[src/rtl/itseg_pkg.sv]
// ----------------------------------------------------------------------------
// itseg_pkg: shared types, constants and functions of the contour segment core
// Holds the field widths, the queue and pipeline item types, the corner sort
// and the division steps used by the front and back parts.
// ----------------------------------------------------------------------------
package itseg_pkg;

  // Field widths.
  localparam int PotW      = 16;
  localparam int CellW     = 8;
  localparam int CoordW    = 16;
  localparam int CoordExtW = CoordW + 1;
  localparam int FracW     = 8;
  localparam int CountW    = 8;
  localparam int CfgIdxW   = 2;
  localparam int CfgDataW  = 16;

  // Level arithmetic: index times span is below 2**24 in magnitude.
  localparam int ProdMagW        = 24;
  localparam int LevelW          = 26;
  localparam int DivBitsPerStage = 4;
  localparam int DivStages       = ProdMagW / DivBitsPerStage;

  // Edge interpolation quotient lies in 0..256.
  localparam int QuoW             = 9;
  localparam int EdgeBitsPerStage = 3;
  localparam int EdgeStages       = QuoW / EdgeBitsPerStage;

  localparam int GridSizeDefault  = 256;
  localparam int QueueDepthDefault = 4;
  localparam logic [CountW-1:0] CountReset = CountW'(10);

  // Configuration register indexes.
  typedef enum logic [CfgIdxW-1:0] {
    CFG_LOW   = 2'd0,
    CFG_HIGH  = 2'd1,
    CFG_COUNT = 2'd2
  } cfg_reg_e;

  typedef struct packed {
    logic signed [PotW-1:0] pot;
    logic                   ox;
    logic                   oy;
  } vertex_t;

  typedef vertex_t [2:0] vtx3_t;

  typedef struct packed {
    logic [PotW-1:0] num;
    logic [PotW-1:0] den;
    logic            hx;
    logic            hy;
    logic            lx;
    logic            ly;
  } edge_t;

  typedef struct packed {
    logic  hit;
    edge_t start_edge;
    edge_t end_edge;
  } tri_job_t;

  typedef struct packed {
    logic [CellW-1:0] cx;
    logic [CellW-1:0] cy;
    tri_job_t         lower;
    tri_job_t         upper;
  } cell_job_t;

  typedef struct packed {
    logic [CellW-1:0] cx;
    logic [CellW-1:0] cy;
    logic             keep;
    logic             neg;
    vtx3_t            lower;
    vtx3_t            upper;
  } front_pay_t;

  typedef struct packed {
    logic [CountW-1:0]   rem;
    logic [ProdMagW-1:0] sh;
  } lvl_div_t;

  typedef struct packed {
    logic [CellW-1:0] cx;
    logic [CellW-1:0] cy;
    logic             half;
    logic             last;
    edge_t            start_edge;
    edge_t            end_edge;
  } seg_req_t;

  typedef struct packed {
    logic [PotW:0]   rem;
    logic [QuoW-1:0] quo;
  } div_state_t;

  // Stable three-pass bubble sort; ties keep their listed order.
  function automatic vtx3_t sort3(vtx3_t v);
    vtx3_t   s;
    vertex_t t;
    s = v;
    for (int p = 0; p < 3; p++) begin
      for (int j = 0; j < 2; j++) begin
        if ($signed(s[j].pot) > $signed(s[j+1].pot)) begin
          t      = s[j];
          s[j]   = s[j+1];
          s[j+1] = t;
        end
      end
    end
    return s;
  endfunction

  // A few restoring division steps of the level quotient.
  function automatic lvl_div_t lvl_div_steps(lvl_div_t st, logic [CountW-1:0] d);
    lvl_div_t        s;
    logic [CountW:0] r;
    s = st;
    for (int i = 0; i < DivBitsPerStage; i++) begin
      r    = {s.rem, s.sh[ProdMagW-1]};
      s.sh = {s.sh[ProdMagW-2:0], 1'b0};
      if (r >= {1'b0, d}) begin
        r       = r - {1'b0, d};
        s.sh[0] = 1'b1;
      end
      s.rem = r[CountW-1:0];
    end
    return s;
  endfunction

  // Edge from vertex lo to vertex hi, with the distance of the level below hi.
  function automatic edge_t make_edge(vertex_t hi, vertex_t lo,
                                      logic signed [LevelW-1:0] lvl);
    edge_t                    e;
    logic signed [LevelW-1:0] nh;
    logic signed [LevelW-1:0] nl;
    nh    = LevelW'($signed(hi.pot));
    nl    = LevelW'($signed(lo.pot));
    e.num = PotW'(nh - lvl);
    e.den = PotW'(nh - nl);
    e.hx  = hi.ox;
    e.hy  = hi.oy;
    e.lx  = lo.ox;
    e.ly  = lo.oy;
    return e;
  endfunction

  // Decide whether a sorted triangle holds the level and pick its edges.
  function automatic tri_job_t classify(vtx3_t s, logic signed [LevelW-1:0] lvl);
    tri_job_t                 j;
    logic signed [LevelW-1:0] n0;
    logic signed [LevelW-1:0] n1;
    logic signed [LevelW-1:0] n2;
    n0    = LevelW'($signed(s[0].pot));
    n1    = LevelW'($signed(s[1].pot));
    n2    = LevelW'($signed(s[2].pot));
    j.hit = !(lvl < n0 || lvl > n2);
    if (lvl < n1) begin
      j.start_edge = make_edge(s[1], s[0], lvl);
    end else begin
      j.start_edge = make_edge(s[2], s[1], lvl);
    end
    j.end_edge = make_edge(s[2], s[0], lvl);
    return j;
  endfunction

  // A few restoring steps of num * 256 / den, where num never exceeds den.
  function automatic div_state_t edge_div_steps(div_state_t st, logic [PotW-1:0] den);
    div_state_t s;
    logic       ge;
    s = st;
    for (int i = 0; i < EdgeBitsPerStage; i++) begin
      ge = (s.rem >= {1'b0, den});
      if (ge) begin
        s.rem = s.rem - {1'b0, den};
      end
      s.rem = {s.rem[PotW-1:0], 1'b0};
      s.quo = {s.quo[QuoW-2:0], ge};
    end
    return s;
  endfunction

  // One coordinate of a crossing: the high vertex moved by the quotient.
  function automatic logic [CoordW-1:0] coord(logic [CellW-1:0] c, logic h, logic l,
                                              logic flat, logic [QuoW-1:0] q);
    logic [CoordExtW-1:0] p;
    p = CoordExtW'({c, FracW'(0)}) + (CoordExtW'(h) << FracW);
    if (!flat && h && !l) begin
      p = p - CoordExtW'(q);
    end else if (!flat && !h && l) begin
      p = p + CoordExtW'(q);
    end
    return p[CoordW-1:0];
  endfunction

endpackage

[src/rtl/itseg_back.sv]
// ----------------------------------------------------------------------------
// itseg_back: segment interpolation and result output
// Takes classified cells from the queue, issues one segment a cycle unless the
// output stalls, divides both crossings in a short pipeline and holds the result
// in an output register.
module itseg_back (
  input  logic                          clk,
  input  logic                          rst,
  input  logic                          q_empty,
  input  itseg_pkg::cell_job_t          q_rdata,
  output logic                          q_pop,
  output logic                          out_valid,
  input  logic                          out_stall,
  output logic [itseg_pkg::CoordW-1:0]  start_x,
  output logic [itseg_pkg::CoordW-1:0]  start_y,
  output logic [itseg_pkg::CoordW-1:0]  end_x,
  output logic [itseg_pkg::CoordW-1:0]  end_y,
  output logic                          triangle_half,
  output logic                          last_segment
);

  logic                             adv;
  logic                             half_done;
  logic                             split;
  logic                             issue_upper;
  itseg_pkg::tri_job_t              pick;
  itseg_pkg::seg_req_t              req_in;

  logic [itseg_pkg::EdgeStages:0]   bv;
  itseg_pkg::seg_req_t              breq [itseg_pkg::EdgeStages+1];
  itseg_pkg::div_state_t            sdiv [itseg_pkg::EdgeStages+1];
  itseg_pkg::div_state_t            ediv [itseg_pkg::EdgeStages+1];

  itseg_pkg::seg_req_t              fin;
  logic                             flat_s;
  logic                             flat_e;

  // The back moves whenever the output register is free or being taken.
  assign adv = !out_valid || !out_stall;

  // A cell with two crossings is issued as two segments, lower triangle first.
  assign split       = q_rdata.lower.hit && !half_done && q_rdata.upper.hit;
  assign issue_upper = !(q_rdata.lower.hit && !half_done);
  assign pick        = issue_upper ? q_rdata.upper : q_rdata.lower;
  assign q_pop       = adv && !q_empty && !split;

  always_comb begin
    req_in.cx         = q_rdata.cx;
    req_in.cy         = q_rdata.cy;
    req_in.half       = issue_upper;
    req_in.last       = !split;
    req_in.start_edge = pick.start_edge;
    req_in.end_edge   = pick.end_edge;
  end

  // Control state: half-issued flag and stage valid bits.
  always_ff @(posedge clk) begin
    if (rst) begin
      half_done <= 1'b0;
      bv        <= '0;
      out_valid <= 1'b0;
    end else if (adv) begin
      if (!q_empty) begin
        half_done <= split;
      end
      bv        <= {bv[itseg_pkg::EdgeStages-1:0], !q_empty};
      out_valid <= bv[itseg_pkg::EdgeStages];
    end
  end

  // Issue stage: load both divisions.
  always_ff @(posedge clk) begin
    if (adv) begin
      breq[0]     <= req_in;
      sdiv[0].rem <= {1'b0, pick.start_edge.num};
      sdiv[0].quo <= '0;
      ediv[0].rem <= {1'b0, pick.end_edge.num};
      ediv[0].quo <= '0;
    end
  end

  // Division stages for the start and end crossings side by side.
  for (genvar k = 1; k <= itseg_pkg::EdgeStages; k++) begin : g_div
    always_ff @(posedge clk) begin
      if (adv) begin
        breq[k] <= breq[k-1];
        sdiv[k] <= itseg_pkg::edge_div_steps(sdiv[k-1], breq[k-1].start_edge.den);
        ediv[k] <= itseg_pkg::edge_div_steps(ediv[k-1], breq[k-1].end_edge.den);
      end
    end
  end

  // A flat edge gives the higher vertex itself.
  assign fin    = breq[itseg_pkg::EdgeStages];
  assign flat_s = (fin.start_edge.den == '0);
  assign flat_e = (fin.end_edge.den == '0);

  // Output register: coordinates from the quotients.
  always_ff @(posedge clk) begin
    if (adv) begin
      start_x       <= itseg_pkg::coord(fin.cx, fin.start_edge.hx, fin.start_edge.lx, flat_s,
                                        sdiv[itseg_pkg::EdgeStages].quo);
      start_y       <= itseg_pkg::coord(fin.cy, fin.start_edge.hy, fin.start_edge.ly, flat_s,
                                        sdiv[itseg_pkg::EdgeStages].quo);
      end_x         <= itseg_pkg::coord(fin.cx, fin.end_edge.hx, fin.end_edge.lx, flat_e,
                                        ediv[itseg_pkg::EdgeStages].quo);
      end_y         <= itseg_pkg::coord(fin.cy, fin.end_edge.hy, fin.end_edge.ly, flat_e,
                                        ediv[itseg_pkg::EdgeStages].quo);
      triangle_half <= fin.half;
      last_segment  <= fin.last;
    end
  end

endmodule

[config.mk]
export PLATFORM = sky130hd
export DESIGN_NAME = itseg_back
export DESIGN_NICKNAME = d
export VERILOG_FILES = /design/src/rtl/itseg_pkg.sv /design/src/rtl/itseg_back.sv
export SDC_FILE = /design/constraint.sdc
export NUM_CORES = 1
export LEC_CHECK = 0
export ABC_CLOCK_PERIOD_IN_PS = 27500
export BUFFER_PORTS_ARGS = -buffer_cell sky130_fd_sc_hd__buf_2
export CAP_MARGIN = 25
export CORE_ASPECT_RATIO = 0.7
export CORE_MARGIN = 1
export CORE_UTILIZATION = 54
export CTS_BUF_LIST = sky130_fd_sc_hd__clkbuf_8
export CTS_CLUSTER_SIZE = 24
export DETAILED_ROUTE_END_ITERATION = 16
export HOLD_SLACK_MARGIN = 0.03
export PLACE_DENSITY = 0.73
export SYNTH_ARGS = -nofsm -noshare
export SYNTH_HDL_FRONTEND = slang
export SYNTH_SLANG_ARGS = --single-unit
[constraint.sdc]
create_clock -name clk -period 27.5 [get_ports clk]
set_input_delay 6.875 -clock clk [delete_from_list [all_inputs] [get_ports clk]]
set_output_delay 6.875 -clock clk [all_outputs]
set_load 0.005 [all_outputs]
# Word level (Yosys, flattened, before mapping)
# Memories as Yosys holds them, arrays and structs flattened.
# Cells that the tools add are included.
[totals]
register_bits = 72
mem_bits_rw = 568
input_bits = 166
elab_cells = 148
n_memories = 3
[op_classes]
add_sub_neg = 30
magnitude_cmp = 18
n_mux = 47
n_bitwise = 1
reduce_logical = 40
[mem_list]
columns = ["memory", "depth", "width", "rd", "rd_clocked_by_memory_dff", "wr", "line", "source"]
rows = [
  ["breq", 4, 90, 4, 0, 4, "itseg_back.sv:30", "itseg_pkg::seg_req_t breq [itseg_pkg::EdgeStages+1];"],
  ["ediv", 4, 26, 4, 0, 4, "itseg_back.sv:32", "itseg_pkg::div_state_t ediv [itseg_pkg::EdgeStages+1];"],
  ["sdiv", 4, 26, 4, 0, 4, "itseg_back.sv:31", "itseg_pkg::div_state_t sdiv [itseg_pkg::EdgeStages+1];"],
]
[op_table]
columns = ["cell", "count"]
rows = [
  ["16-bit 2-to-1 mux", 44],
  ["17-bit by 16-bit greater-or-equal comparator with 1-bit output", 18],
  ["16-bit subtractor", 18],
  ["16-bit by 9-bit adder with 16-bit output", 8],
  ["72-bit 2-to-1 mux", 1],
  ["16-bit by 9-bit subtractor with 16-bit output", 4],
  ["16-bit zero test", 2],
  ["1-bit logical AND", 20],
  ["1-bit zero test", 16],
  ["1-bit 2-to-1 mux", 2],
  ["2-bit AND reduction", 1],
  ["1-bit logical OR", 1],
  ["1-bit inverter", 1],
]

# Longest topological paths before layout
# An unclocked memory read counts as a cell.
[depth]
depth_word = 10
ltp_mapped = 35

# Worst setup path after synthesis
# Ideal clock, no wire load.
[synth_timing]
kind = "input to register"
from = "in out_stall"
to = "mem breq[0][0] (netlist name), enable pin"
t_arrival_ps = 13776
required_ps = 24382
setup_slack_ps = 10607
path_stages = 1
n_path_buf = 0
cell_sequence = "nand2_1"
[synth_rtl]
columns = ["element", "line", "source"]
rows = [
  ["from (decl)", "itseg_back.sv:13", "input logic out_stall,"],
  ["to (decl)", "itseg_back.sv:30", ""],
]

==> flow_metrics.env <==
export IMPL_crit_type="in -> out"
export IMPL_cts_made_buffers=70
export IMPL_synth_seq_cells=436
export IMPL_cp_arrival_ns=8.11
export IMPL_cts_hold_buf=0
export IMPL_syn_nets=3644
export IMPL_crit_family="buffers and inverters"
export IMPL_drt_iter0_markers=2026
export IMPL_setup_viol_count_final=0
export IMPL_synth_area_top_cells="edfxtp_1 (41%), ha_1 (12%), nand2_1 (4.8%)"
export IMPL_worst_setup_path_start_kind="primary input"
export IMPL_ff2ff_path_depth=29
export IMPL_r2r_start="breq[0][5]"
export IMPL_num_antenna_cells=0
export IMPL_grt_max_degree=86
export IMPL_overflow=0
export IMPL_synth_area_per_cell_um2=9.88
export IMPL_mostFrequentLayoutCells="edfxtp_1 (430), nand2_1 (402), ha_1 (300), a21oi_1 (264), buf_2 (233)"
export IMPL_min_from="breq[1][89]"
export IMPL_vias_per_cell=5.95
export IMPL_min_path_cells=0
export IMPL_die_w_um=290
export IMPL_ant_nets=0
export IMPL_htreeDepth=3
export IMPL_crit_slowest_cell="buf_4"
export IMPL_finClkSkew_ns=0.0348
export IMPL_cp_num_buf_inv=3
export IMPL_synth_cell_types=87
export IMPL_cts_resized=0
export IMPL_place_congestion=0.965
export IMPL_rows=73
export IMPL_slew_headroom_pct=25.2
export IMPL_rr_endpoint="ediv[1][25]"
export IMPL_synth_edf_count=430
export IMPL_hpwl_um=64500
export IMPL_cp_required_ns=20.62
export IMPL_worst_pin_slew_ns=1.12
export IMPL_avgRoutedWirePerCell_um=19.4
export IMPL_synthDominantCellAreaShare_pct=41.2
export IMPL_rsz0062_at_grt="no"
export IMPL_crit_path_cell_trace="buf_2 > nor2b_4 > buf_4 > nand2_1 > and2_1 > buf_2"
export IMPL_status="completed"
export IMPL_drv_cap=0
export IMPL_clk_path_buf_depth=3
export IMPL_tns_ns=0
export IMPL_die_h_um=204
export IMPL_drc=0
export IMPL_clock_latency_ns=0.66
export IMPL_drt_pass1_iterations=6
export IMPL_clock_root_buffer="clkbuf_8"
export IMPL_slew_viol_final=0
export IMPL_hp_class="reg -> reg"
export IMPL_crit_fanout=75
export IMPL_regArea_mm2=0.0130
export IMPL_rrSetupSlack_ns=18.14
export IMPL_multiInputGateArea_mm2=0.0173
export IMPL_yosys_area_top_type="edfxtp_1"
export IMPL_grt_use_total_pct=27.6
export IMPL_finalCriticalPeriod_ns=14.99
export IMPL_crit_top_cell="buf_2"
export IMPL_worstSetupEndpointType="output pin"
export IMPL_grt_antenna_before_repair=3
export IMPL_vias=25200
export IMPL_postCtsSetupRepairBufs=0
export IMPL_clock_sinks=436
export IMPL_final_nets=3910
export IMPL_cts_tree="done"
export IMPL_ys_flop_type="edfxtp_1"
export IMPL_slowest_delay_ns=0.61
export IMPL_worstHoldEndpoint="breq[2][89]"
export IMPL_min_period_over_period_pct=54.5
export IMPL_io_pins=234
export IMPL_fillCellCount=4645
export IMPL_syn_inst=3170
export IMPL_area_growth_pct=10.9
export IMPL_yosysWarnings=0
export IMPL_clk_pin_slew_ns=0.06
export IMPL_async_flop_share_pct=0
export IMPL_drive_above_1_share_pct=14.7
export IMPL_core_area_mm2=0.0571
export IMPL_final_common_cell="edfxtp_1"
export IMPL_syn_area_mm2=0.0313
export IMPL_post_dp_cell_area_mm2=0.0334
export IMPL_routed_wl_um=82200
export IMPL_final_cell_area_mm2=0.0347
export IMPL_clock_fmax_mhz=66.7
export IMPL_start_util_pct=54.9
export IMPL_utilization_pct=60.9
export IMPL_yosysSeqAreaShare_pct=41.6
export IMPL_dieArea_mm2=0.0590
export IMPL_grt_pass1_wl_um=129000
export IMPL_grt_pass1_vias=23900
export IMPL_io_buffers=233
export IMPL_hold_violations=0
==> per-layer routing <==
| metal | track usage (%) | share of wire (%) | vias up |
|---|---|---|---|
| met3 | 5.43 | 8.4 | 110 |
| met1 | 41.6 | 49 | 11900 |
| met2 | 40.6 | 41 | 1021 |
| met4 | 6.57 | 1.6 | 2 |
| met5 | 0 | 0.0097 | - |
| li1 | - | - | 12200 |
==> synth_stat cells, types with 15 or more instances <==
| library cell | number |
|---|---|
| a211oi_1 | 19 |
| ha_1 | 300 |
| xor2_1 | 81 |
| edfxtp_1 | 430 |
| o31ai_1 | 32 |
| and2_1 | 20 |
| nand2_1 | 403 |
| a31oi_1 | 26 |
| a21o_1 | 89 |
| o21a_1 | 45 |
| nor2b_1 | 42 |
| nand4_1 | 34 |
| o21bai_1 | 22 |
| nand2b_1 | 40 |
| inv_1 | 179 |
| xnor2_1 | 158 |
| a21oi_1 | 265 |
| mux2_2 | 103 |
| o21ai_0 | 167 |
| nor3_1 | 65 |
| mux2_1 | 20 |
| clkbuf_1 | 57 |
| nor3b_1 | 15 |
| nor2_1 | 215 |
| nand3_1 | 69 |
==> worst max-delay path by stage <==
stage	startpoint	to	cells past startpoint
global route	q_rdata[145]	q_pop	6
global placement	q_rdata[145]	q_pop	6
CTS	q_rdata[145]	q_pop	6
detailed placement	q_rdata[145]	q_pop	6
finish	q_rdata[145]	q_pop	6
floorplan	out_stall	breq[0][0]	1
==> area by class of cell <==
type / instances / share of cell area, %
flip-flops and latches: 436 / 37.5
clock buffers: 71 / 2.81
clock inverters: 53 / 0.947
multi-input cells: 2485 / 49.9
repair buffers: 262 / 4.12
inverters: 181 / 1.96
well taps: 750 / 2.70
==> per-stage QoR <==
step	std cells	hold WS [ns]	setup slack, ns
5_1_grt	4238	0.416	12.40
6_report	4238	0.406	12.51
2_1_floorplan	3170	0.400	10.61
3_5_place_dp	4110	0.405	12.53
4_1_cts	4234	0.405	12.52
3_3_place_gp	4110	0.401	12.54
==> kinds of logic (layout without fill, tap and decap cells) <==
| family | count (synthesis) | after routing | share of synthesized area [%] |
|---|---|---|---|
| multiplexers | 139 | 139 | 5.06 |
| buffers and inverters | 249 | 567 | 3.09 |
| AND/OR/NAND/NOR | 991 | 991 | 14.6 |
| AO/OA/AOI/OAI | 808 | 808 | 16.5 |
| flip-flops | 436 | 436 | 41.6 |
| adder cells (fa/ha/maj) | 308 | 308 | 12.5 |
| XOR/XNOR | 239 | 239 | 6.68 |
==> flip-flops by register name, indices dropped and copies added (netlist names) <==
name	count
breq	264
ediv	50
sdiv	50
end_x	16
end_y	16
start_x	16
start_y	16
bv	4
half_done	1
last_segment	1
out_valid	1
triangle_half	1
Power is left out: the tool's default activity adds up to more than one toggle a clock period on the data nets, which glitch-free logic cannot reach.
