## config.mk

```make
export PLATFORM = sky130hd
export DESIGN_NAME = itseg_queue
export DESIGN_NICKNAME = d
export VERILOG_FILES = /design/src/rtl/itseg_pkg.sv /design/src/rtl/itseg_queue.sv
export SDC_FILE = /design/constraint.sdc
export NUM_CORES = 1
export LEC_CHECK = 0
export ABC_CLOCK_PERIOD_IN_PS = 1400
export CAP_MARGIN = 20
export CORE_MARGIN = 2
export CORE_UTILIZATION = 50
export CTS_BUF_LIST = sky130_fd_sc_hd__clkbuf_2 sky130_fd_sc_hd__clkbuf_4 sky130_fd_sc_hd__clkbuf_8
export CTS_CLUSTER_DIAMETER = 120
export DETAILED_ROUTE_END_ITERATION = 7
export DONT_BUFFER_PORTS = 1
export PLACE_DENSITY = 0.72
export RECOVER_POWER = 50
export SETUP_SLACK_MARGIN = 0.3
export SYNTH_ARGS = -nofsm -noshare
export SYNTH_HDL_FRONTEND = slang
export SYNTH_SLANG_ARGS = --single-unit
```

## constraint.sdc

```tcl
create_clock -name clk -period 1.4 [get_ports clk]
set_clock_uncertainty 0.1 [all_clocks]
set_input_delay 0.42 -clock clk [delete_from_list [all_inputs] [get_ports clk]]
set_output_delay 0.42 -clock clk [all_outputs]
set_load 0.01 [all_outputs]
```

## src/rtl/itseg_pkg.sv

```systemverilog
// ----------------------------------------------------------------------------
// itseg_pkg: shared types, constants and functions of the contour segment core
// Holds the field widths, the queue and pipeline item types, the corner sort
// and the division steps used by the front and back parts.
// ----------------------------------------------------------------------------
package itseg_pkg;

  // Field widths.
  localparam int PotW      = 16;
  localparam int CellW     = 8;
  localparam int CoordW    = 16;
  localparam int CoordExtW = CoordW + 1;
  localparam int FracW     = 8;
  localparam int CountW    = 8;
  localparam int CfgIdxW   = 2;
  localparam int CfgDataW  = 16;

  // Level arithmetic: index times span is below 2**24 in magnitude.
  localparam int ProdMagW        = 24;
  localparam int LevelW          = 26;
  localparam int DivBitsPerStage = 4;
  localparam int DivStages       = ProdMagW / DivBitsPerStage;

  // Edge interpolation quotient lies in 0..256.
  localparam int QuoW             = 9;
  localparam int EdgeBitsPerStage = 3;
  localparam int EdgeStages       = QuoW / EdgeBitsPerStage;

  localparam int GridSizeDefault  = 256;
  localparam int QueueDepthDefault = 4;
  localparam logic [CountW-1:0] CountReset = CountW'(10);

  // Configuration register indexes.
  typedef enum logic [CfgIdxW-1:0] {
    CFG_LOW   = 2'd0,
    CFG_HIGH  = 2'd1,
    CFG_COUNT = 2'd2
  } cfg_reg_e;

  typedef struct packed {
    logic signed [PotW-1:0] pot;
    logic                   ox;
    logic                   oy;
  } vertex_t;

  typedef vertex_t [2:0] vtx3_t;

  typedef struct packed {
    logic [PotW-1:0] num;
    logic [PotW-1:0] den;
    logic            hx;
    logic            hy;
    logic            lx;
    logic            ly;
  } edge_t;

  typedef struct packed {
    logic  hit;
    edge_t start_edge;
    edge_t end_edge;
  } tri_job_t;

  typedef struct packed {
    logic [CellW-1:0] cx;
    logic [CellW-1:0] cy;
    tri_job_t         lower;
    tri_job_t         upper;
  } cell_job_t;

  typedef struct packed {
    logic [CellW-1:0] cx;
    logic [CellW-1:0] cy;
    logic             keep;
    logic             neg;
    vtx3_t            lower;
    vtx3_t            upper;
  } front_pay_t;

  typedef struct packed {
    logic [CountW-1:0]   rem;
    logic [ProdMagW-1:0] sh;
  } lvl_div_t;

  typedef struct packed {
    logic [CellW-1:0] cx;
    logic [CellW-1:0] cy;
    logic             half;
    logic             last;
    edge_t            start_edge;
    edge_t            end_edge;
  } seg_req_t;

  typedef struct packed {
    logic [PotW:0]   rem;
    logic [QuoW-1:0] quo;
  } div_state_t;

  // Stable three-pass bubble sort; ties keep their listed order.
  function automatic vtx3_t sort3(vtx3_t v);
    vtx3_t   s;
    vertex_t t;
    s = v;
    for (int p = 0; p < 3; p++) begin
      for (int j = 0; j < 2; j++) begin
        if ($signed(s[j].pot) > $signed(s[j+1].pot)) begin
          t      = s[j];
          s[j]   = s[j+1];
          s[j+1] = t;
        end
      end
    end
    return s;
  endfunction

  // A few restoring division steps of the level quotient.
  function automatic lvl_div_t lvl_div_steps(lvl_div_t st, logic [CountW-1:0] d);
    lvl_div_t        s;
    logic [CountW:0] r;
    s = st;
    for (int i = 0; i < DivBitsPerStage; i++) begin
      r    = {s.rem, s.sh[ProdMagW-1]};
      s.sh = {s.sh[ProdMagW-2:0], 1'b0};
      if (r >= {1'b0, d}) begin
        r       = r - {1'b0, d};
        s.sh[0] = 1'b1;
      end
      s.rem = r[CountW-1:0];
    end
    return s;
  endfunction

  // Edge from vertex lo to vertex hi, with the distance of the level below hi.
  function automatic edge_t make_edge(vertex_t hi, vertex_t lo,
                                      logic signed [LevelW-1:0] lvl);
    edge_t                    e;
    logic signed [LevelW-1:0] nh;
    logic signed [LevelW-1:0] nl;
    nh    = LevelW'($signed(hi.pot));
    nl    = LevelW'($signed(lo.pot));
    e.num = PotW'(nh - lvl);
    e.den = PotW'(nh - nl);
    e.hx  = hi.ox;
    e.hy  = hi.oy;
    e.lx  = lo.ox;
    e.ly  = lo.oy;
    return e;
  endfunction

  // Decide whether a sorted triangle holds the level and pick its edges.
  function automatic tri_job_t classify(vtx3_t s, logic signed [LevelW-1:0] lvl);
    tri_job_t                 j;
    logic signed [LevelW-1:0] n0;
    logic signed [LevelW-1:0] n1;
    logic signed [LevelW-1:0] n2;
    n0    = LevelW'($signed(s[0].pot));
    n1    = LevelW'($signed(s[1].pot));
    n2    = LevelW'($signed(s[2].pot));
    j.hit = !(lvl < n0 || lvl > n2);
    if (lvl < n1) begin
      j.start_edge = make_edge(s[1], s[0], lvl);
    end else begin
      j.start_edge = make_edge(s[2], s[1], lvl);
    end
    j.end_edge = make_edge(s[2], s[0], lvl);
    return j;
  endfunction

  // A few restoring steps of num * 256 / den, where num never exceeds den.
  function automatic div_state_t edge_div_steps(div_state_t st, logic [PotW-1:0] den);
    div_state_t s;
    logic       ge;
    s = st;
    for (int i = 0; i < EdgeBitsPerStage; i++) begin
      ge = (s.rem >= {1'b0, den});
      if (ge) begin
        s.rem = s.rem - {1'b0, den};
      end
      s.rem = {s.rem[PotW-1:0], 1'b0};
      s.quo = {s.quo[QuoW-2:0], ge};
    end
    return s;
  endfunction

  // One coordinate of a crossing: the high vertex moved by the quotient.
  function automatic logic [CoordW-1:0] coord(logic [CellW-1:0] c, logic h, logic l,
                                              logic flat, logic [QuoW-1:0] q);
    logic [CoordExtW-1:0] p;
    p = CoordExtW'({c, FracW'(0)}) + (CoordExtW'(h) << FracW);
    if (!flat && h && !l) begin
      p = p - CoordExtW'(q);
    end else if (!flat && !h && l) begin
      p = p + CoordExtW'(q);
    end
    return p[CoordW-1:0];
  endfunction

endpackage

```

## src/rtl/itseg_queue.sv

```systemverilog
// ----------------------------------------------------------------------------
// itseg_queue: short first-in first-out queue between front and back
// Holds classified cells so that the front and the back can stall on their own.
// ----------------------------------------------------------------------------
module itseg_queue #(
  parameter int Width = 8,
  parameter int Depth = itseg_pkg::QueueDepthDefault
) (
  input  logic             clk,
  input  logic             rst,
  input  logic             push,
  input  logic [Width-1:0] wdata,
  input  logic             pop,
  output logic [Width-1:0] rdata,
  output logic             full,
  output logic             empty
);

  localparam int PtrW = $clog2(Depth);

  logic [Width-1:0] entries [Depth];
  logic [PtrW:0]    wptr;
  logic [PtrW:0]    rptr;

  // Pointers carry one extra bit to tell full from empty.
  always_ff @(posedge clk) begin
    if (rst) begin
      wptr <= '0;
      rptr <= '0;
    end else begin
      if (push) begin
        wptr <= wptr + 1'b1;
      end
      if (pop) begin
        rptr <= rptr + 1'b1;
      end
    end
  end

  // Entry storage.
  always_ff @(posedge clk) begin
    if (push) begin
      entries[wptr[PtrW-1:0]] <= wdata;
    end
  end

  assign rdata = entries[rptr[PtrW-1:0]];
  assign empty = (wptr == rptr);
  assign full  = (wptr[PtrW] != rptr[PtrW]) && (wptr[PtrW-1:0] == rptr[PtrW-1:0]);

endmodule

```

Yosys cells after proc, flatten, opt, wreduce, memory -nomap -nowiden
Memories as Yosys holds them, arrays and structs flattened. A register that Yosys moved wholly into a read port is not among the register bits.
Cells that the tools add are included.
Word-level totals
  memories kept: 1
  bits in writable memories: 32
  output and inout port bits: 10
  logic and storage cells: 13
  flip-flop bits (word level): 6
Memory list
  entries: words 4, bits a word 8, read ports 1, clocked after Yosys merged registers in 1, wr ports 1, RTL line itseg_queue.sv:21  | logic [Width-1:0] entries [Depth];
Cells by class
  eq/ne operators: 3
  reductions and logical operators: 1
  add/sub/neg operators: 2
  mux-type cells: 4
Operators with widths (number)
  3-bit by 1-bit adder with 3-bit output, second input constant: 2
  2-bit 2-to-1 mux: 2
  3-bit == test: 1
  2-bit == test: 1
  1-bit 2-to-1 mux: 2
  1-bit logical AND: 1
  1-bit inequality test: 1

Logic depth before layout (Yosys ltp)
Gate-level depths: netlist (run 1).
  word-level depth: 3
  gate-level depth with buffers: 4
  mapped depth without buffers: 4

Least setup slack after synthesis (run 1)
Ideal clock, no wire load.
  kind: register to output
  start: reg (tool-made name)
  end: out rdata[0]
  setup slack: -0.103 ns
  path buffers: 1
  arrival: 0.983 ns
  required time: 0.880 ns
  cell stages (with the launch flop): 3
  path through: dfxtp_1 -> buf_6 -> mux4_2
RTL lines
  end, declared: RTL line itseg_queue.sv:14  | output logic [Width-1:0] rdata,

==> flow_summary.yaml, run 1 <==
logic_synthesis:
  synth_warnings: 0
  synth_area_leaders: "edfxtp_1 (62%), mux4_2 (12%), dfxtp_1 (10%)"
  synth.distinct_cells: 18
  synth_seq_area_share: 0.720
  yosysTopAreaCellShare: 0.617
  synth.largest_area_cell: "edfxtp_1"
  synthCells: 82
  avgSynthCellArea_um2: 19.0
  syn_nets: 99
  ys_seq_elements: 40
  netlist_area_um2: 1560
global_routing:
  grt_pass1_vias: 768
  grt_util_all_layers: 0.155
  overflow: 0
  grt_pass1_wl_um: 3700
  antenna_found_initial: 0
  grt_max_degree: 13
clocking:
  ctsLongestPathBuffers: 2
  cts_buffers: 5
  clk_pin_slew_ns: 0.11
  root_buffer: "clkbuf_4"
  clkLatencyLatePin_ns: 0.33
  cts_sinks: 40
  cts_tree: "built"
  h-tree-depth: 2
timing:
  fin_hold_ws_ns: 0.0216
  setup_viol: 10
  clock.fmax_mhz: 527
  finalHoldViolCount: 0
  fin_tns_setup_ns: -4.42
  finalWorstSetupSlack_ns: -0.497
  worst_pin_slew_ns: 0.201
  rsz0062_at_grt: "yes"
  maxSlewHeadroom: 0.866
  post-route-period-util: 1.36
  period_needed_ns: 1.90
  finalMaxSlewViolations: 0
power:
  power_density_nw_per_um2: 1310
  p_leak_nw: 0.663
  p_comb_frac: 0.128
  power.internal_mw: 2.07
  clockPowerShare: 0.344
  switchingPower_uw: 547
  swShare: 0.209
  seqPwrFrac: 0.528
  p_total_mw: 2.62
  ir_drop_mv: 0.681
place:
  hpwl_um: 1520
  place_congestion: 0.699
  pre_cts_ws_ns: -0.139
  io_buffers: 0
  numPlacedInstances: 116
critical_path:
  crit_arrival_ns: 1.38
  required_ns: 0.88
  crit_path_end_kind: "output pin"
  crit_path_start_kind: "register"
  crit_type: "reg -> out"
  critPathMaxFanout: 6
floorplan:
  start_util: 0.519
  die-area_um2: 3580
  placementRows: 20
  num_io_pins: 22
  core_um2: 3000
  die_y_um: 59.8
  fp.dieW_um: 59.8
drt:
  via_count: 716
  drt_iter0_markers: 16
  avgViaCountPerCell: 5.51
  drc: 0
  route.antenna.remaining_nets: 0
  wire_per_inst_um: 18.5
  first_pass_iters: 4
  totalWireLength_um: 2410
finish:
  fillCellCount: 213
  fin_cells: 130
  nNetsFinal: 114
  antenna_cells: 0
  drive_above_1_share: 0.546
  area_growth_pct: 28.5
status:
  violations: "setup timing"
  status: "finished with violations"
run:
  maxCapViolCount: 0
hold_path:
  hold_class: "in -> reg"
==> state kept, by name, summed over array words and instances (netlist names), named ones only <==
| register | cells |
|---|---|
| entries | 32 |
| rptr | 3 |
| wptr | 3 |
==> placed cells by master, fill, tap and decap left out, drive strengths merged, types with 3 or more instances in the layout <==
| master | synthesis | layout |
|---|---|---|
| edfxtp | 32 | 32 |
| buf | 2 | 11 |
| mux4 | 8 | 8 |
| dfxtp | 8 | 8 |
| nor2 | 5 | 5 |
| ha | 5 | 5 |
| clkbuf | 1 | 5 |
| and2 | 4 | 4 |
| xnor2 | 3 | 3 |
==> layer usage <==
layer	up-vias	routed length [µm]	global-route usage
li1	340	-	-
met1	353	974	0.161
met2	18	1230	0.262
met3	5	149	0.0563
met4	0	52	0.0952
met5	-	0	0
==> area by class of cell <==
type | instances | area (µm²) | area share
Clock buffer | 5 | 37.5 | 0.0188
Clock inverter | 2 | 60.1 | 0.0300
Multi-Input combinational cell | 37 | 573 | 0.286
Timing Repair Buffer | 11 | 130 | 0.0650
Inverter | 2 | 17.5 | 0.00875
Tap cell | 33 | 41.3 | 0.0206
Sequential cell | 40 | 1140 | 0.571
==> worst max-delay path, cell delays in order, from the launching register on <==
cell	delay [ns]
dfxtp_2	0.37
buf_12	0.13
mux4_2	0.54
==> kinds of logic (layout without fill, tap and decap cells) <==
family,after synthesis,after routing,share of synthesized area
XOR/XNOR,5,5,0.0281
multiplexers,10,10,0.129
flip-flops,40,40,0.720
buffers and inverters,5,20,0.0185
adder cells (fa/ha/maj),5,5,0.0402
AO/OA/AOI/OAI,4,4,0.0193
AND/OR/NAND/NOR,13,13,0.0458
==> Yosys cell counts <==
cell type	n
ha_1	5
inv_1	2
and2_1	4
nand3b_1	2
edfxtp_1	32
xor2_1	2
mux4_2	8
dfxtp_1	8
nor3b_1	1
nor3_1	1
a21bo_2	2
nor2_1	5
a21oi_1	2
clkbuf_2	1
buf_2	1
xnor2_1	3
mux2i_1	2
buf_6	1
==> power groups by stage <==
stage	Combinational [mW]	Sequential, mW	Clock, mW
floorplan	0.205	1.40	0
global placement	0.253	1.41	0
detailed placement	0.258	1.41	0
CTS	0.305	1.38	0.913
global route	0.363	1.39	0.951
finish	0.336	1.38	0.900
==> worst paths after layout <==
check                             from                       to  slack, ns  depth (start not counted)
setup / recovery              register                 rdata[2]      -0.50                          2
hold / removal                     rst     rptr[2]$_SDFFE_PP0P_       0.02                          1
setup reg to reg  wptr[1]$_SDFFE_PP0P_  entries[1][2]$_DFFE_PP_       0.01                          5
hold reg to reg   wptr[0]$_SDFFE_PP0P_     wptr[0]$_SDFFE_PP0P_       0.50                          2
==> metrics by stage <==
step	utilization	instance area [µm²]
detailed placement	0.572	1720
finish	0.667	2000
floorplan	-	1650
CTS	0.634	1900
global placement	0.572	1720
global route	0.667	2000
==> what timing repair did <==
action / 4_1_cts / 5_1_grt
buffers inserted: 2 / 5
hold buffers: 0 / 0
endpoints found under the setup margin: 43 / 47
pin swaps: 7 / 9
gates resized for setup: 13 / 13
Power figures use the tool's default switching activity.
==> run 2, diff against run 1 <==
CAP_MARGIN = unset   (was 20)
CORE_MARGIN = 10   (was 2)
==> run 2 against run 1 <==
  * Sequential share of layout area rose by 1.9 points
  * Critical path depth did not move
  * Core utilization fell by 3.3 points
  * Largest power group unchanged
  * The flow still finishes with violations (setup timing)
==> flow_summary.yaml, run 2 (synthesized netlist as in run 1, its figures left out) <==
timing:
  finalWorstSetupSlack_ns: -0.519
  worst_pin_slew_ns: 0.302
  post-route-period-util: 1.37
  clock.fmax_mhz: 521
  period_needed_ns: 1.92
  finalMaxSlewViolations: 0
  rsz0062_at_grt: "yes"
  fin_tns_setup_ns: -4.81
  maxSlewHeadroom: 0.799
  finalHoldViolCount: 0
  setup_viol: 17
critical_path:
  cp.buffers_inverters: 1
  crit_path_start_kind: "register"
  cp_top_family: "multiplexers"
  required_ns: 0.88
  cp_slowest_stage_delay_ns: 0.54
  crit_path_end_kind: "output pin"
  crit_arrival_ns: 1.40
  crit_type: "reg -> out"
  critPathMaxFanout: 4
  cpMaxStageDelayCell: "mux4_2"
  path_cells: "buf_6 -> mux4_2"
global_routing:
  grt_pass1_vias: 821
  grt_pass1_wl_um: 4080
  grt_util_all_layers: 0.103
  overflow: 0
  antenna_found_initial: 0
  grt_max_degree: 14
finish:
  fin_cells: 141
  fillCellCount: 208
  final_common_cell: "edfxtp_1"
  drive_above_1_share: 0.485
  nNetsFinal: 113
  fin_util: 0.634
  area_growth_pct: 23.2
  antenna_cells: 0
  post-route-cell-area_um2: 1920
  largest_reg_flops: 32
  layout_common_cells: "edfxtp_1 (32), mux4_2 (8), nor2_1 (5), clkbuf_4 (5)"
drt:
  route.antenna.remaining_nets: 0
  drc: 0
  totalWireLength_um: 2710
  wire_per_inst_um: 19.2
  first_pass_iters: 4
  via_count: 747
  avgViaCountPerCell: 5.30
  drt_iter0_markers: 34
run:
  maxCapViolCount: 0
power:
  power_density_nw_per_um2: 1190
  p_total_mw: 2.28
  p_leak_nw: 0.630
  ir_drop_mv: 0.597
clocking:
  ctsLongestPathBuffers: 2
  cts_tree: "built"
  root_buffer: "clkbuf_4"
  clkLatencyLatePin_ns: 0.35
  clk_pin_slew_ns: 0.13
  cts_buffers: 5
  h-tree-depth: 2
  cts_sinks: 40
floorplan:
  core_um2: 3030
  die-area_um2: 5750
  fp.dieW_um: 75.8
  die_y_um: 75.8
  start_util: 0.514
  placementRows: 20
  num_io_pins: 22
place:
  hpwl_um: 1810
  place_congestion: 0.684
  numPlacedInstances: 130
  dpl-instance-area_um2: 1740
  io_buffers: 0
hold_path:
  hold_class: "in -> reg"
status:
  violations: "setup timing"
  status: "finished with violations"
[run 2: cell count changes in the layout (fill, tap and decap cells not counted), moves of 2 or more]
cell | before | now
buf_4 | 4 | 1
bufinv_16 | 2 | 0
clkinv_2 | 0 | 2
dfxtp_1 | 1 | 3
dfxtp_4 | 5 | 2
dlygate4sd3_1 | 0 | 2
[run 2: per-layer routing]
metal / wire length, µm / GRT usage
met5: 0 / 0
met4: 65 / 0.0619
met3: 225 / 0.0417
met2: 1450 / 0.176
met1: 971 / 0.102
[run 2: worst paths after layout]
path                            cells after the start  slack [ns]                      end                 start
worst min register to register                      2        0.48     rptr[1]$_SDFFE_PP0P_  rptr[1]$_SDFFE_PP0P_
worst max-delay path                                2       -0.52                 rdata[6]              register
worst min-delay path                                1        0.02     rptr[1]$_SDFFE_PP0P_                   rst
worst max register to register                      3       -0.01  entries[3][0]$_DFFE_PP_  wptr[0]$_SDFFE_PP0P_
[run 2: stage by stage]
| stage | setup WS (ns) | hold WS, ns |
|---|---|---|
| 2_1_floorplan | -0.0955 | 0.383 |
| 3_3_place_gp | -0.129 | 0.386 |
| 3_5_place_dp | -0.138 | 0.389 |
| 4_1_cts | -0.527 | 0.00203 |
| 5_1_grt | -0.572 | 0.00709 |
| 6_report | -0.519 | 0.0208 |
[run 2: final cells by class]
class                   count  area [µm²]  share of cell area
flip-flops and latches     40        1130               0.590
multi-input cells          37         549               0.286
clock inverters             3        18.8             0.00978
inverters                   2        15.0             0.00782
repair buffers             10         111              0.0580
well taps                  44        55.1              0.0287
clock buffers               5        37.5              0.0196
[run 2: report_power, final]
group / internal, mW / switching, mW
sequential: 1.35 / 0.0362
clock: 0.193 / 0.382
combinational: 0.165 / 0.154
total: 1.71 / 0.572
[run 2: repair_timing]
action / 4_1_cts / 5_1_grt
resized for setup: 17 / 8
endpoints found under the hold margin: 1 / 3
hold buffers: 1 / 1
pin swaps: 8 / 8
setup buffers: 1 / 0
setup endpoints to repair: 44 / 47
