`src/rtl/itseg_pkg.sv`:
```
// ----------------------------------------------------------------------------
// itseg_pkg: shared types, constants and functions of the contour segment core
// Holds the field widths, the queue and pipeline item types, the corner sort
// and the division steps used by the front and back parts.
// ----------------------------------------------------------------------------
package itseg_pkg;

  // Field widths.
  localparam int PotW      = 16;
  localparam int CellW     = 8;
  localparam int CoordW    = 16;
  localparam int CoordExtW = CoordW + 1;
  localparam int FracW     = 8;
  localparam int CountW    = 8;
  localparam int CfgIdxW   = 2;
  localparam int CfgDataW  = 16;

  // Level arithmetic: index times span is below 2**24 in magnitude.
  localparam int ProdMagW        = 24;
  localparam int LevelW          = 26;
  localparam int DivBitsPerStage = 4;
  localparam int DivStages       = ProdMagW / DivBitsPerStage;

  // Edge interpolation quotient lies in 0..256.
  localparam int QuoW             = 9;
  localparam int EdgeBitsPerStage = 3;
  localparam int EdgeStages       = QuoW / EdgeBitsPerStage;

  localparam int GridSizeDefault  = 256;
  localparam int QueueDepthDefault = 4;
  localparam logic [CountW-1:0] CountReset = CountW'(10);

  // Configuration register indexes.
  typedef enum logic [CfgIdxW-1:0] {
    CFG_LOW   = 2'd0,
    CFG_HIGH  = 2'd1,
    CFG_COUNT = 2'd2
  } cfg_reg_e;

  typedef struct packed {
    logic signed [PotW-1:0] pot;
    logic                   ox;
    logic                   oy;
  } vertex_t;

  typedef vertex_t [2:0] vtx3_t;

  typedef struct packed {
    logic [PotW-1:0] num;
    logic [PotW-1:0] den;
    logic            hx;
    logic            hy;
    logic            lx;
    logic            ly;
  } edge_t;

  typedef struct packed {
    logic  hit;
    edge_t start_edge;
    edge_t end_edge;
  } tri_job_t;

  typedef struct packed {
    logic [CellW-1:0] cx;
    logic [CellW-1:0] cy;
    tri_job_t         lower;
    tri_job_t         upper;
  } cell_job_t;

  typedef struct packed {
    logic [CellW-1:0] cx;
    logic [CellW-1:0] cy;
    logic             keep;
    logic             neg;
    vtx3_t            lower;
    vtx3_t            upper;
  } front_pay_t;

  typedef struct packed {
    logic [CountW-1:0]   rem;
    logic [ProdMagW-1:0] sh;
  } lvl_div_t;

  typedef struct packed {
    logic [CellW-1:0] cx;
    logic [CellW-1:0] cy;
    logic             half;
    logic             last;
    edge_t            start_edge;
    edge_t            end_edge;
  } seg_req_t;

  typedef struct packed {
    logic [PotW:0]   rem;
    logic [QuoW-1:0] quo;
  } div_state_t;

  // Stable three-pass bubble sort; ties keep their listed order.
  function automatic vtx3_t sort3(vtx3_t v);
    vtx3_t   s;
    vertex_t t;
    s = v;
    for (int p = 0; p < 3; p++) begin
      for (int j = 0; j < 2; j++) begin
        if ($signed(s[j].pot) > $signed(s[j+1].pot)) begin
          t      = s[j];
          s[j]   = s[j+1];
          s[j+1] = t;
        end
      end
    end
    return s;
  endfunction

  // A few restoring division steps of the level quotient.
  function automatic lvl_div_t lvl_div_steps(lvl_div_t st, logic [CountW-1:0] d);
    lvl_div_t        s;
    logic [CountW:0] r;
    s = st;
    for (int i = 0; i < DivBitsPerStage; i++) begin
      r    = {s.rem, s.sh[ProdMagW-1]};
      s.sh = {s.sh[ProdMagW-2:0], 1'b0};
      if (r >= {1'b0, d}) begin
        r       = r - {1'b0, d};
        s.sh[0] = 1'b1;
      end
      s.rem = r[CountW-1:0];
    end
    return s;
  endfunction

  // Edge from vertex lo to vertex hi, with the distance of the level below hi.
  function automatic edge_t make_edge(vertex_t hi, vertex_t lo,
                                      logic signed [LevelW-1:0] lvl);
    edge_t                    e;
    logic signed [LevelW-1:0] nh;
    logic signed [LevelW-1:0] nl;
    nh    = LevelW'($signed(hi.pot));
    nl    = LevelW'($signed(lo.pot));
    e.num = PotW'(nh - lvl);
    e.den = PotW'(nh - nl);
    e.hx  = hi.ox;
    e.hy  = hi.oy;
    e.lx  = lo.ox;
    e.ly  = lo.oy;
    return e;
  endfunction

  // Decide whether a sorted triangle holds the level and pick its edges.
  function automatic tri_job_t classify(vtx3_t s, logic signed [LevelW-1:0] lvl);
    tri_job_t                 j;
    logic signed [LevelW-1:0] n0;
    logic signed [LevelW-1:0] n1;
    logic signed [LevelW-1:0] n2;
    n0    = LevelW'($signed(s[0].pot));
    n1    = LevelW'($signed(s[1].pot));
    n2    = LevelW'($signed(s[2].pot));
    j.hit = !(lvl < n0 || lvl > n2);
    if (lvl < n1) begin
      j.start_edge = make_edge(s[1], s[0], lvl);
    end else begin
      j.start_edge = make_edge(s[2], s[1], lvl);
    end
    j.end_edge = make_edge(s[2], s[0], lvl);
    return j;
  endfunction

  // A few restoring steps of num * 256 / den, where num never exceeds den.
  function automatic div_state_t edge_div_steps(div_state_t st, logic [PotW-1:0] den);
    div_state_t s;
    logic       ge;
    s = st;
    for (int i = 0; i < EdgeBitsPerStage; i++) begin
      ge = (s.rem >= {1'b0, den});
      if (ge) begin
        s.rem = s.rem - {1'b0, den};
      end
      s.rem = {s.rem[PotW-1:0], 1'b0};
      s.quo = {s.quo[QuoW-2:0], ge};
    end
    return s;
  endfunction

  // One coordinate of a crossing: the high vertex moved by the quotient.
  function automatic logic [CoordW-1:0] coord(logic [CellW-1:0] c, logic h, logic l,
                                              logic flat, logic [QuoW-1:0] q);
    logic [CoordExtW-1:0] p;
    p = CoordExtW'({c, FracW'(0)}) + (CoordExtW'(h) << FracW);
    if (!flat && h && !l) begin
      p = p - CoordExtW'(q);
    end else if (!flat && !h && l) begin
      p = p + CoordExtW'(q);
    end
    return p[CoordW-1:0];
  endfunction

endpackage

```
`src/rtl/itseg_front.sv`:
```
// ----------------------------------------------------------------------------
// itseg_front: cell intake, level division and triangle classification
// Accepts one cell a cycle unless a full queue stalls it, forms the contour
// level in a pipelined divider, sorts both triangles and hands cells inside the
// grid with at least one crossing to the queue.
module itseg_front #(
  parameter int GridSize = itseg_pkg::GridSizeDefault
) (
  input  logic                                clk,
  input  logic                                rst,
  input  logic signed [itseg_pkg::PotW-1:0]   low_potential,
  input  logic signed [itseg_pkg::PotW-1:0]   high_potential,
  input  logic [itseg_pkg::CountW-1:0]        level_count,
  input  logic                                in_valid,
  output logic                                in_stall,
  input  logic [itseg_pkg::CellW-1:0]         cell_x,
  input  logic [itseg_pkg::CellW-1:0]         cell_y,
  input  logic [itseg_pkg::CellW-1:0]         level_index,
  input  logic signed [itseg_pkg::PotW-1:0]   pot_00,
  input  logic signed [itseg_pkg::PotW-1:0]   pot_10,
  input  logic signed [itseg_pkg::PotW-1:0]   pot_01,
  input  logic signed [itseg_pkg::PotW-1:0]   pot_11,
  input  logic                                q_full,
  output logic                                q_push,
  output itseg_pkg::cell_job_t                q_wdata
);

  localparam int MaxCellW = itseg_pkg::CellW + 1;
  localparam logic [MaxCellW-1:0] MaxCell = MaxCellW'(GridSize - 2);

  logic                                    adv;
  logic                                    in_fire;
  logic signed [itseg_pkg::PotW:0]         span;
  logic signed [itseg_pkg::CellW:0]        idx_s;
  logic signed [itseg_pkg::LevelW-1:0]     prod;
  logic [itseg_pkg::CountW-1:0]            cnt;
  itseg_pkg::front_pay_t                   pay_in;
  itseg_pkg::vtx3_t                        lower_raw;
  itseg_pkg::vtx3_t                        upper_raw;

  logic [itseg_pkg::DivStages:0]           fv;
  itseg_pkg::front_pay_t                   fpay [itseg_pkg::DivStages+1];
  itseg_pkg::lvl_div_t                     ldiv [itseg_pkg::DivStages+1];

  logic                                    lv;
  itseg_pkg::front_pay_t                   lpay;
  logic signed [itseg_pkg::LevelW-1:0]     lvl;
  logic signed [itseg_pkg::LevelW-1:0]     lvl_next;
  logic signed [itseg_pkg::LevelW-1:0]     quo_s;
  itseg_pkg::tri_job_t                     lower_job;
  itseg_pkg::tri_job_t                     upper_job;
  logic                                    want_push;

  // The whole front moves together unless its last stage waits on a full queue.
  assign adv      = !want_push || !q_full;
  assign in_stall = !adv;
  assign in_fire  = in_valid && adv;

  // Level numerator and divisor.
  assign span  = $signed({high_potential[itseg_pkg::PotW-1], high_potential})
               - $signed({low_potential[itseg_pkg::PotW-1], low_potential});
  assign idx_s = $signed({1'b0, level_index});
  assign prod  = idx_s * span;
  assign cnt   = (level_count == '0) ? itseg_pkg::CountW'(1) : level_count;

  // Triangle corners as listed, then sorted by potential.
  always_comb begin
    lower_raw[0] = '{pot: pot_00, ox: 1'b0, oy: 1'b0};
    lower_raw[1] = '{pot: pot_10, ox: 1'b1, oy: 1'b0};
    lower_raw[2] = '{pot: pot_01, ox: 1'b0, oy: 1'b1};
    upper_raw[0] = '{pot: pot_10, ox: 1'b1, oy: 1'b0};
    upper_raw[1] = '{pot: pot_11, ox: 1'b1, oy: 1'b1};
    upper_raw[2] = '{pot: pot_01, ox: 1'b0, oy: 1'b1};
    pay_in.cx    = cell_x;
    pay_in.cy    = cell_y;
    pay_in.keep  = !(({1'b0, cell_x} > MaxCell) || ({1'b0, cell_y} > MaxCell));
    pay_in.neg   = prod[itseg_pkg::LevelW-1];
    pay_in.lower = itseg_pkg::sort3(lower_raw);
    pay_in.upper = itseg_pkg::sort3(upper_raw);
  end

  // Stage valid bits, including the level stage.
  always_ff @(posedge clk) begin
    if (rst) begin
      fv <= '0;
      lv <= 1'b0;
    end else if (adv) begin
      fv <= {fv[itseg_pkg::DivStages-1:0], in_fire};
      lv <= fv[itseg_pkg::DivStages];
    end
  end

  // Intake stage: product magnitude and sorted corners.
  always_ff @(posedge clk) begin
    if (adv) begin
      fpay[0]     <= pay_in;
      ldiv[0].rem <= '0;
      ldiv[0].sh  <= prod[itseg_pkg::LevelW-1] ?
                     itseg_pkg::ProdMagW'(-prod) : itseg_pkg::ProdMagW'(prod);
    end
  end

  // Divider stages, a few quotient bits each.
  for (genvar k = 1; k <= itseg_pkg::DivStages; k++) begin : g_div
    always_ff @(posedge clk) begin
      if (adv) begin
        fpay[k] <= fpay[k-1];
        ldiv[k] <= itseg_pkg::lvl_div_steps(ldiv[k-1], cnt);
      end
    end
  end

  // Level stage: sign restored and offset by the configured low potential.
  assign quo_s    = $signed({2'b00, ldiv[itseg_pkg::DivStages].sh});
  assign lvl_next = itseg_pkg::LevelW'(low_potential)
                  + (fpay[itseg_pkg::DivStages].neg ? -quo_s : quo_s);

  always_ff @(posedge clk) begin
    if (adv) begin
      lpay <= fpay[itseg_pkg::DivStages];
      lvl  <= lvl_next;
    end
  end

  // Classification and queue write.
  assign lower_job = itseg_pkg::classify(lpay.lower, lvl);
  assign upper_job = itseg_pkg::classify(lpay.upper, lvl);
  assign want_push = lv && lpay.keep && (lower_job.hit || upper_job.hit);
  assign q_push    = want_push && !q_full;

  always_comb begin
    q_wdata.cx    = lpay.cx;
    q_wdata.cy    = lpay.cy;
    q_wdata.lower = lower_job;
    q_wdata.upper = upper_job;
  end

endmodule

```
`config.mk`:
```
export PLATFORM = sky130hd
export DESIGN_NAME = itseg_front
export DESIGN_NICKNAME = d
export VERILOG_FILES = /design/src/rtl/itseg_pkg.sv /design/src/rtl/itseg_front.sv
export SDC_FILE = /design/constraint.sdc
export NUM_CORES = 2
export LEC_CHECK = 0
export ABC_AREA = 1
export BUFFER_PORTS_ARGS = -buffer_cell sky130_fd_sc_hd__buf_2
export CORE_ASPECT_RATIO = 1.5
export CORE_MARGIN = 4
export CORE_UTILIZATION = 45
export CTS_BUF_LIST = sky130_fd_sc_hd__clkbuf_8
export CTS_CLUSTER_SIZE = 14
export DETAILED_ROUTE_END_ITERATION = 16
export GPL_TIMING_DRIVEN = 0
export PLACE_DENSITY = 0.64
export SETUP_SLACK_MARGIN = 0.05
export SKIP_CTS_REPAIR_TIMING = 1
export SYNTH_ARGS = -nofsm -noshare
export SYNTH_HDL_FRONTEND = slang
export SYNTH_SLANG_ARGS = --single-unit
```
`constraint.sdc`:
```
create_clock -name clk -period 77.3 [get_ports clk]
set_input_delay 7.73 -clock clk [delete_from_list [all_inputs] [get_ports clk]]
set_output_delay 7.73 -clock clk [all_outputs]
set_load 0.05 [all_outputs]
```
* Word level (Yosys, flattened, before mapping)
Memory sizes are Yosys's and may differ from the RTL's.
Cells that the tools add are included.
** Operators by class
- Add/sub/neg operators :: 38
- $mul :: 1
- $lt $le $gt $ge :: 44
- Mux-type cells :: 115
- Reduce and logical (&&, ||, !) cells :: 16
** Operators with widths (number)
- 2-to-1 mux 36 bit :: 14
- 2-to-1 mux 8 bit :: 49
- greater-or-equal comparator 9 x 8 -> 1 bit :: 24
- greater-than comparator 16 bit :: 12
- subtractor 8 bit :: 24
- subtractor 16 bit :: 10
- less-than comparator 26 x 16 -> 1 bit :: 4
- greater-than comparator 26 x 16 -> 1 bit :: 2
- 2-to-1 mux 1 bit :: 50
- adder 16 x 26 -> 26 bit :: 1
- multiplier 9 x 17 -> 26 bit :: 1
- 2-to-1 mux 26 bit :: 1
- negation 24 -> 26 bit :: 1
- 2-to-1 mux 24 bit :: 1
- negation 24 bit :: 1
- subtractor 16 x 16 -> 17 bit :: 1
- greater-than comparator 8 bit (second input constant) :: 2
- zero test 8 bit :: 1
- zero test 1 bit :: 6
- logical OR 1 bit :: 5
- logical AND 1 bit :: 4
** Word-level totals
- Bits in registers :: 159
- RAM bits :: 1106
- Input port bits :: 132
- Output and inout bits :: 164
- Logic and storage cells :: 240
- Memories :: 2
** Memory list
- fpay :: words 7, width 126, read ports 7, clocked after Yosys merged registers in 0, wr ports 7, line itseg_front.sv:42 : itseg_pkg::front_pay_t fpay [itseg_pkg::DivStages+1];
- ldiv :: words 7, width 32, read ports 7, clocked after Yosys merged registers in 0, wr ports 7, line itseg_front.sv:43 : itseg_pkg::lvl_div_t ldiv [itseg_pkg::DivStages+1];

* Depth between registers and ports, before layout
- Depth in word-level cells :: 17
- Depth in mapped cells :: 94
- Mapped depth without buffers :: 85

* Worst setup path before layout
OpenSTA, ideal clock, no wires.
- Path kind :: input -> register
- Start point :: in q_full
- End point :: mem fpay[0][0] (netlist name) (enable)
- Library setup time :: 8529 ps
- Data arrival time :: 32109 ps
- Required time :: 68771 ps
- Setup slack :: 36662 ps
- Stages on the path :: 3
- Path buffers :: 0
- Path through :: inv_1 > nor2_1 > clkinv_1
** RTL lines
- from (decl) :: line itseg_front.sv:23 : input logic q_full,
- to (decl) :: line itseg_front.sv:42

==> summary.md <==
| Metric | Value |
|---|---|
| GRT overflow | 0 |
| Post-synthesis cell type count | 65 |
| DRC violation total after the first TritonRoute iteration | 3204 |
| Share of cells above drive strength 1 | 0.0899 |
| DR pass1 iterations | 6 |
| Max stage delay on crit path | 0.74 ns |
| Via Count | 50100 |
| Synth top area share | 0.512 |
| Commonest non-fill, non-tap cells in the layout | 1280 x nand2_1, 1241 x edfxtp_1, 886 x inv_1 |
| Post-Route WL | 171 mm |
| Ys flop type | edfxtp_1 |
| CTS H-Tree Depth | 4 |
| Largest net degree at the start of global routing | 116 |
| Die Y | 501 um |
| Worst Skew | 0.0663 ns |
| Worst-skew pair later-pin latency | 0.91 ns |
| Final nets | 8447 |
| # fillers | 14400 |
| CTS root buf | clkbuf_8 |
| GPL Wtd Cong | 0.963 |
| Crit path kind | input port to flip-flop |
| Pins Over Slew Limit | 0 |
| Mapped cell area | 72900 um2 |
| WP data arrival | 23.36 ns |
| Post-synth net total | 7960 |
| Req. time, crit path | 77.87 ns |
| Status | finished clean |
| CTS tree | done |
| Total negative slack | 0 ns |
| Final hold slack | 0.395 ns |
| Final worst path period share | 0.295 |
| Clk pin slew, worst setup/hold paths | 0.06 ns |
| Cell taking the most area after synthesis | edfxtp_1 |
| Yosys warnings | 0 |
| Worst setup EP type | flip-flop |
| DIE WIDTH | 337 um |
| IO Pins | 296 |
| Core ar. | 161000 um2 |
| HPWL after DPL | 137 mm |
| Startpoint Class | input port |
| Cell area after placement | 77300 um2 |
| Initial antenna violation count | 12 |
| GR Util All Layers | 0.204 |
| Routed WL per cell | 17.8 um |
| Max Cap Violations | 0 |
| Hold Path Class | flip-flop to flip-flop |
| DR vias/cell | 5.19 |
| RSZ-0062 raised after global routing | no |
| Ys async rst share | 0 |
| Critical path's slowest cell | nor2_1 |
| Setup-failing EPs final | 0 |
| Die Area | 169000 um2 |
| FMAX | 43.9 MHz |
| Clock sink total | 1249 |
| Dpl ws | 53.67 ns |
| Part of the Yosys area used for sequential elements | 0.514 |
| PortBufs | 290 |
| Syn Inst Count | 6917 |
| Worst slew pin tran | 1.29 ns |
| Worst setup margin | 54.51 ns |
| Vias in the first global route | 50300 |
| Worst Path Max Fanout | 10 |
| DRC viols | 0 |
| TritonCTS buffer count | 181 |
| Initial Util | 0.454 |
| Antenna-violating nets left | 0 |
| Final Cell Area | 80900 um2 |
| Period minus WS final | 22.79 ns |
| Most common cell after layout, fill and taps aside | nand2_1 |
| Max-slew headroom | 0.140 |
| Synth top area cells | edfxtp_1 51%, ha_1 13%, nand2_1 6.6% |
| Site Rows | 180 |
| Cell mode on critical path | nand2_1 |
| Synth-to-Final Area Change | 11.1% |
| Post-synth EDFFs | 1241 |
| Max clock buf depth | 3 |
| Synth Area per Inst | 10.5 um2 |
| Fin. Hold Viols | 0 |
| First-pass GRT wire length | 269 mm |
| Register bit total from synthesis | 1249 |
-- per-layer routing --
| metal | GRT usage | up-vias | wire (um) |
|---|---|---|---|
| met2 | 0.345 | 1264 | 81100 |
| met4 | 0.0950 | 6 | 7900 |
| met3 | 0.0298 | 354 | 8340 |
| met1 | 0.258 | 23500 | 73700 |
| li1 | - | 24900 | - |
| met5 | 0 | - | 22 |
-- worst max-delay path, delay by kind of cell --
| family | cells | cell delay [ns] |
|---|---|---|
| simple gates | 33 | 6.14 |
| compound gates | 13 | 2.83 |
| buf+inv | 20 | 4.51 |
| fa+ha+maj | 6 | 2.10 |
-- cell usage after synthesis, types with 17 or more instances --
master and number:
xnor2_1 117, o21ai_1 25, nand3_1 234, nand2_2 25, nor2_1 360, xor2_1 227
fa_1 142, edfxtp_1 1241, a211oi_1 21, ha_1 769, inv_1 849, and2_1 39
nand4_1 102, o21ai_0 539, a21o_1 17, nor3_1 49, clkbuf_1 102, o21bai_1 54
buf_4 27, nand2_1 1280, a21oi_1 475
-- state kept, by name (all words and copies together), names as in the netlist --
register	count
fpay	882
fv	7
ldiv	208
lpay	101
lv	1
lvl	26
q_wdata	24
-- cell families after synthesis --
group	count (synthesis)	synth area share
flip-flops	1249	0.514
AND/OR/NAND/NOR	2154	0.125
adder cells (fa/ha/maj)	911	0.171
buffers and inverters	1013	0.0546
AO/OA/AOI/OAI	1237	0.0926
multiplexers	9	0.00132
XOR/XNOR	344	0.0414
-- final timing paths --
path / start / end / slack [ns] / depth (start not counted)
worst max-delay path: pot_10[15] / fpay[0][91]$_DFFE_PN_ / 54.51 / 72
worst max register to register: ldiv[2][25]$_DFFE_PN_ / ldiv[3][28]$_DFFE_PN_ / 66.93 / 55
worst min register to register: ldiv[5][17]$_DFFE_PN_ / ldiv[6][21]$_DFFE_PN_ / 0.40 / 0
worst min-delay path: ldiv[5][17]$_DFFE_PN_ / ldiv[6][21]$_DFFE_PN_ / 0.40 / 0
-- metrics by stage --
| stage | std cells | utilization |
|---|---|---|
| final | 9636 | 0.504 |
| after global routing | 9632 | 0.504 |
| after CTS | 9630 | 0.504 |
| after detailed placement | 9313 | 0.481 |
| after global placement | 9300 | 0.479 |
| after floorplan | 6917 | - |
-- final cells by class --
type | instances | area (um2) | share of cell area
Sequential cell | 1249 | 37400 | 0.462
Multi-Input combinational cell | 4655 | 31500 | 0.389
Inverter | 859 | 3230 | 0.0399
Tap cell | 2093 | 2620 | 0.0324
Clock buffer | 181 | 2490 | 0.0308
Timing Repair Buffer | 304 | 1830 | 0.0226
Clock inverter | 136 | 1130 | 0.0139
Buffer | 154 | 753 | 0.00931
Antenna cell | 5 | 12.5 | 0.000155
Power is not shown: default switching activity piles up to over one toggle a cycle in this logic, so the estimate is an artifact.
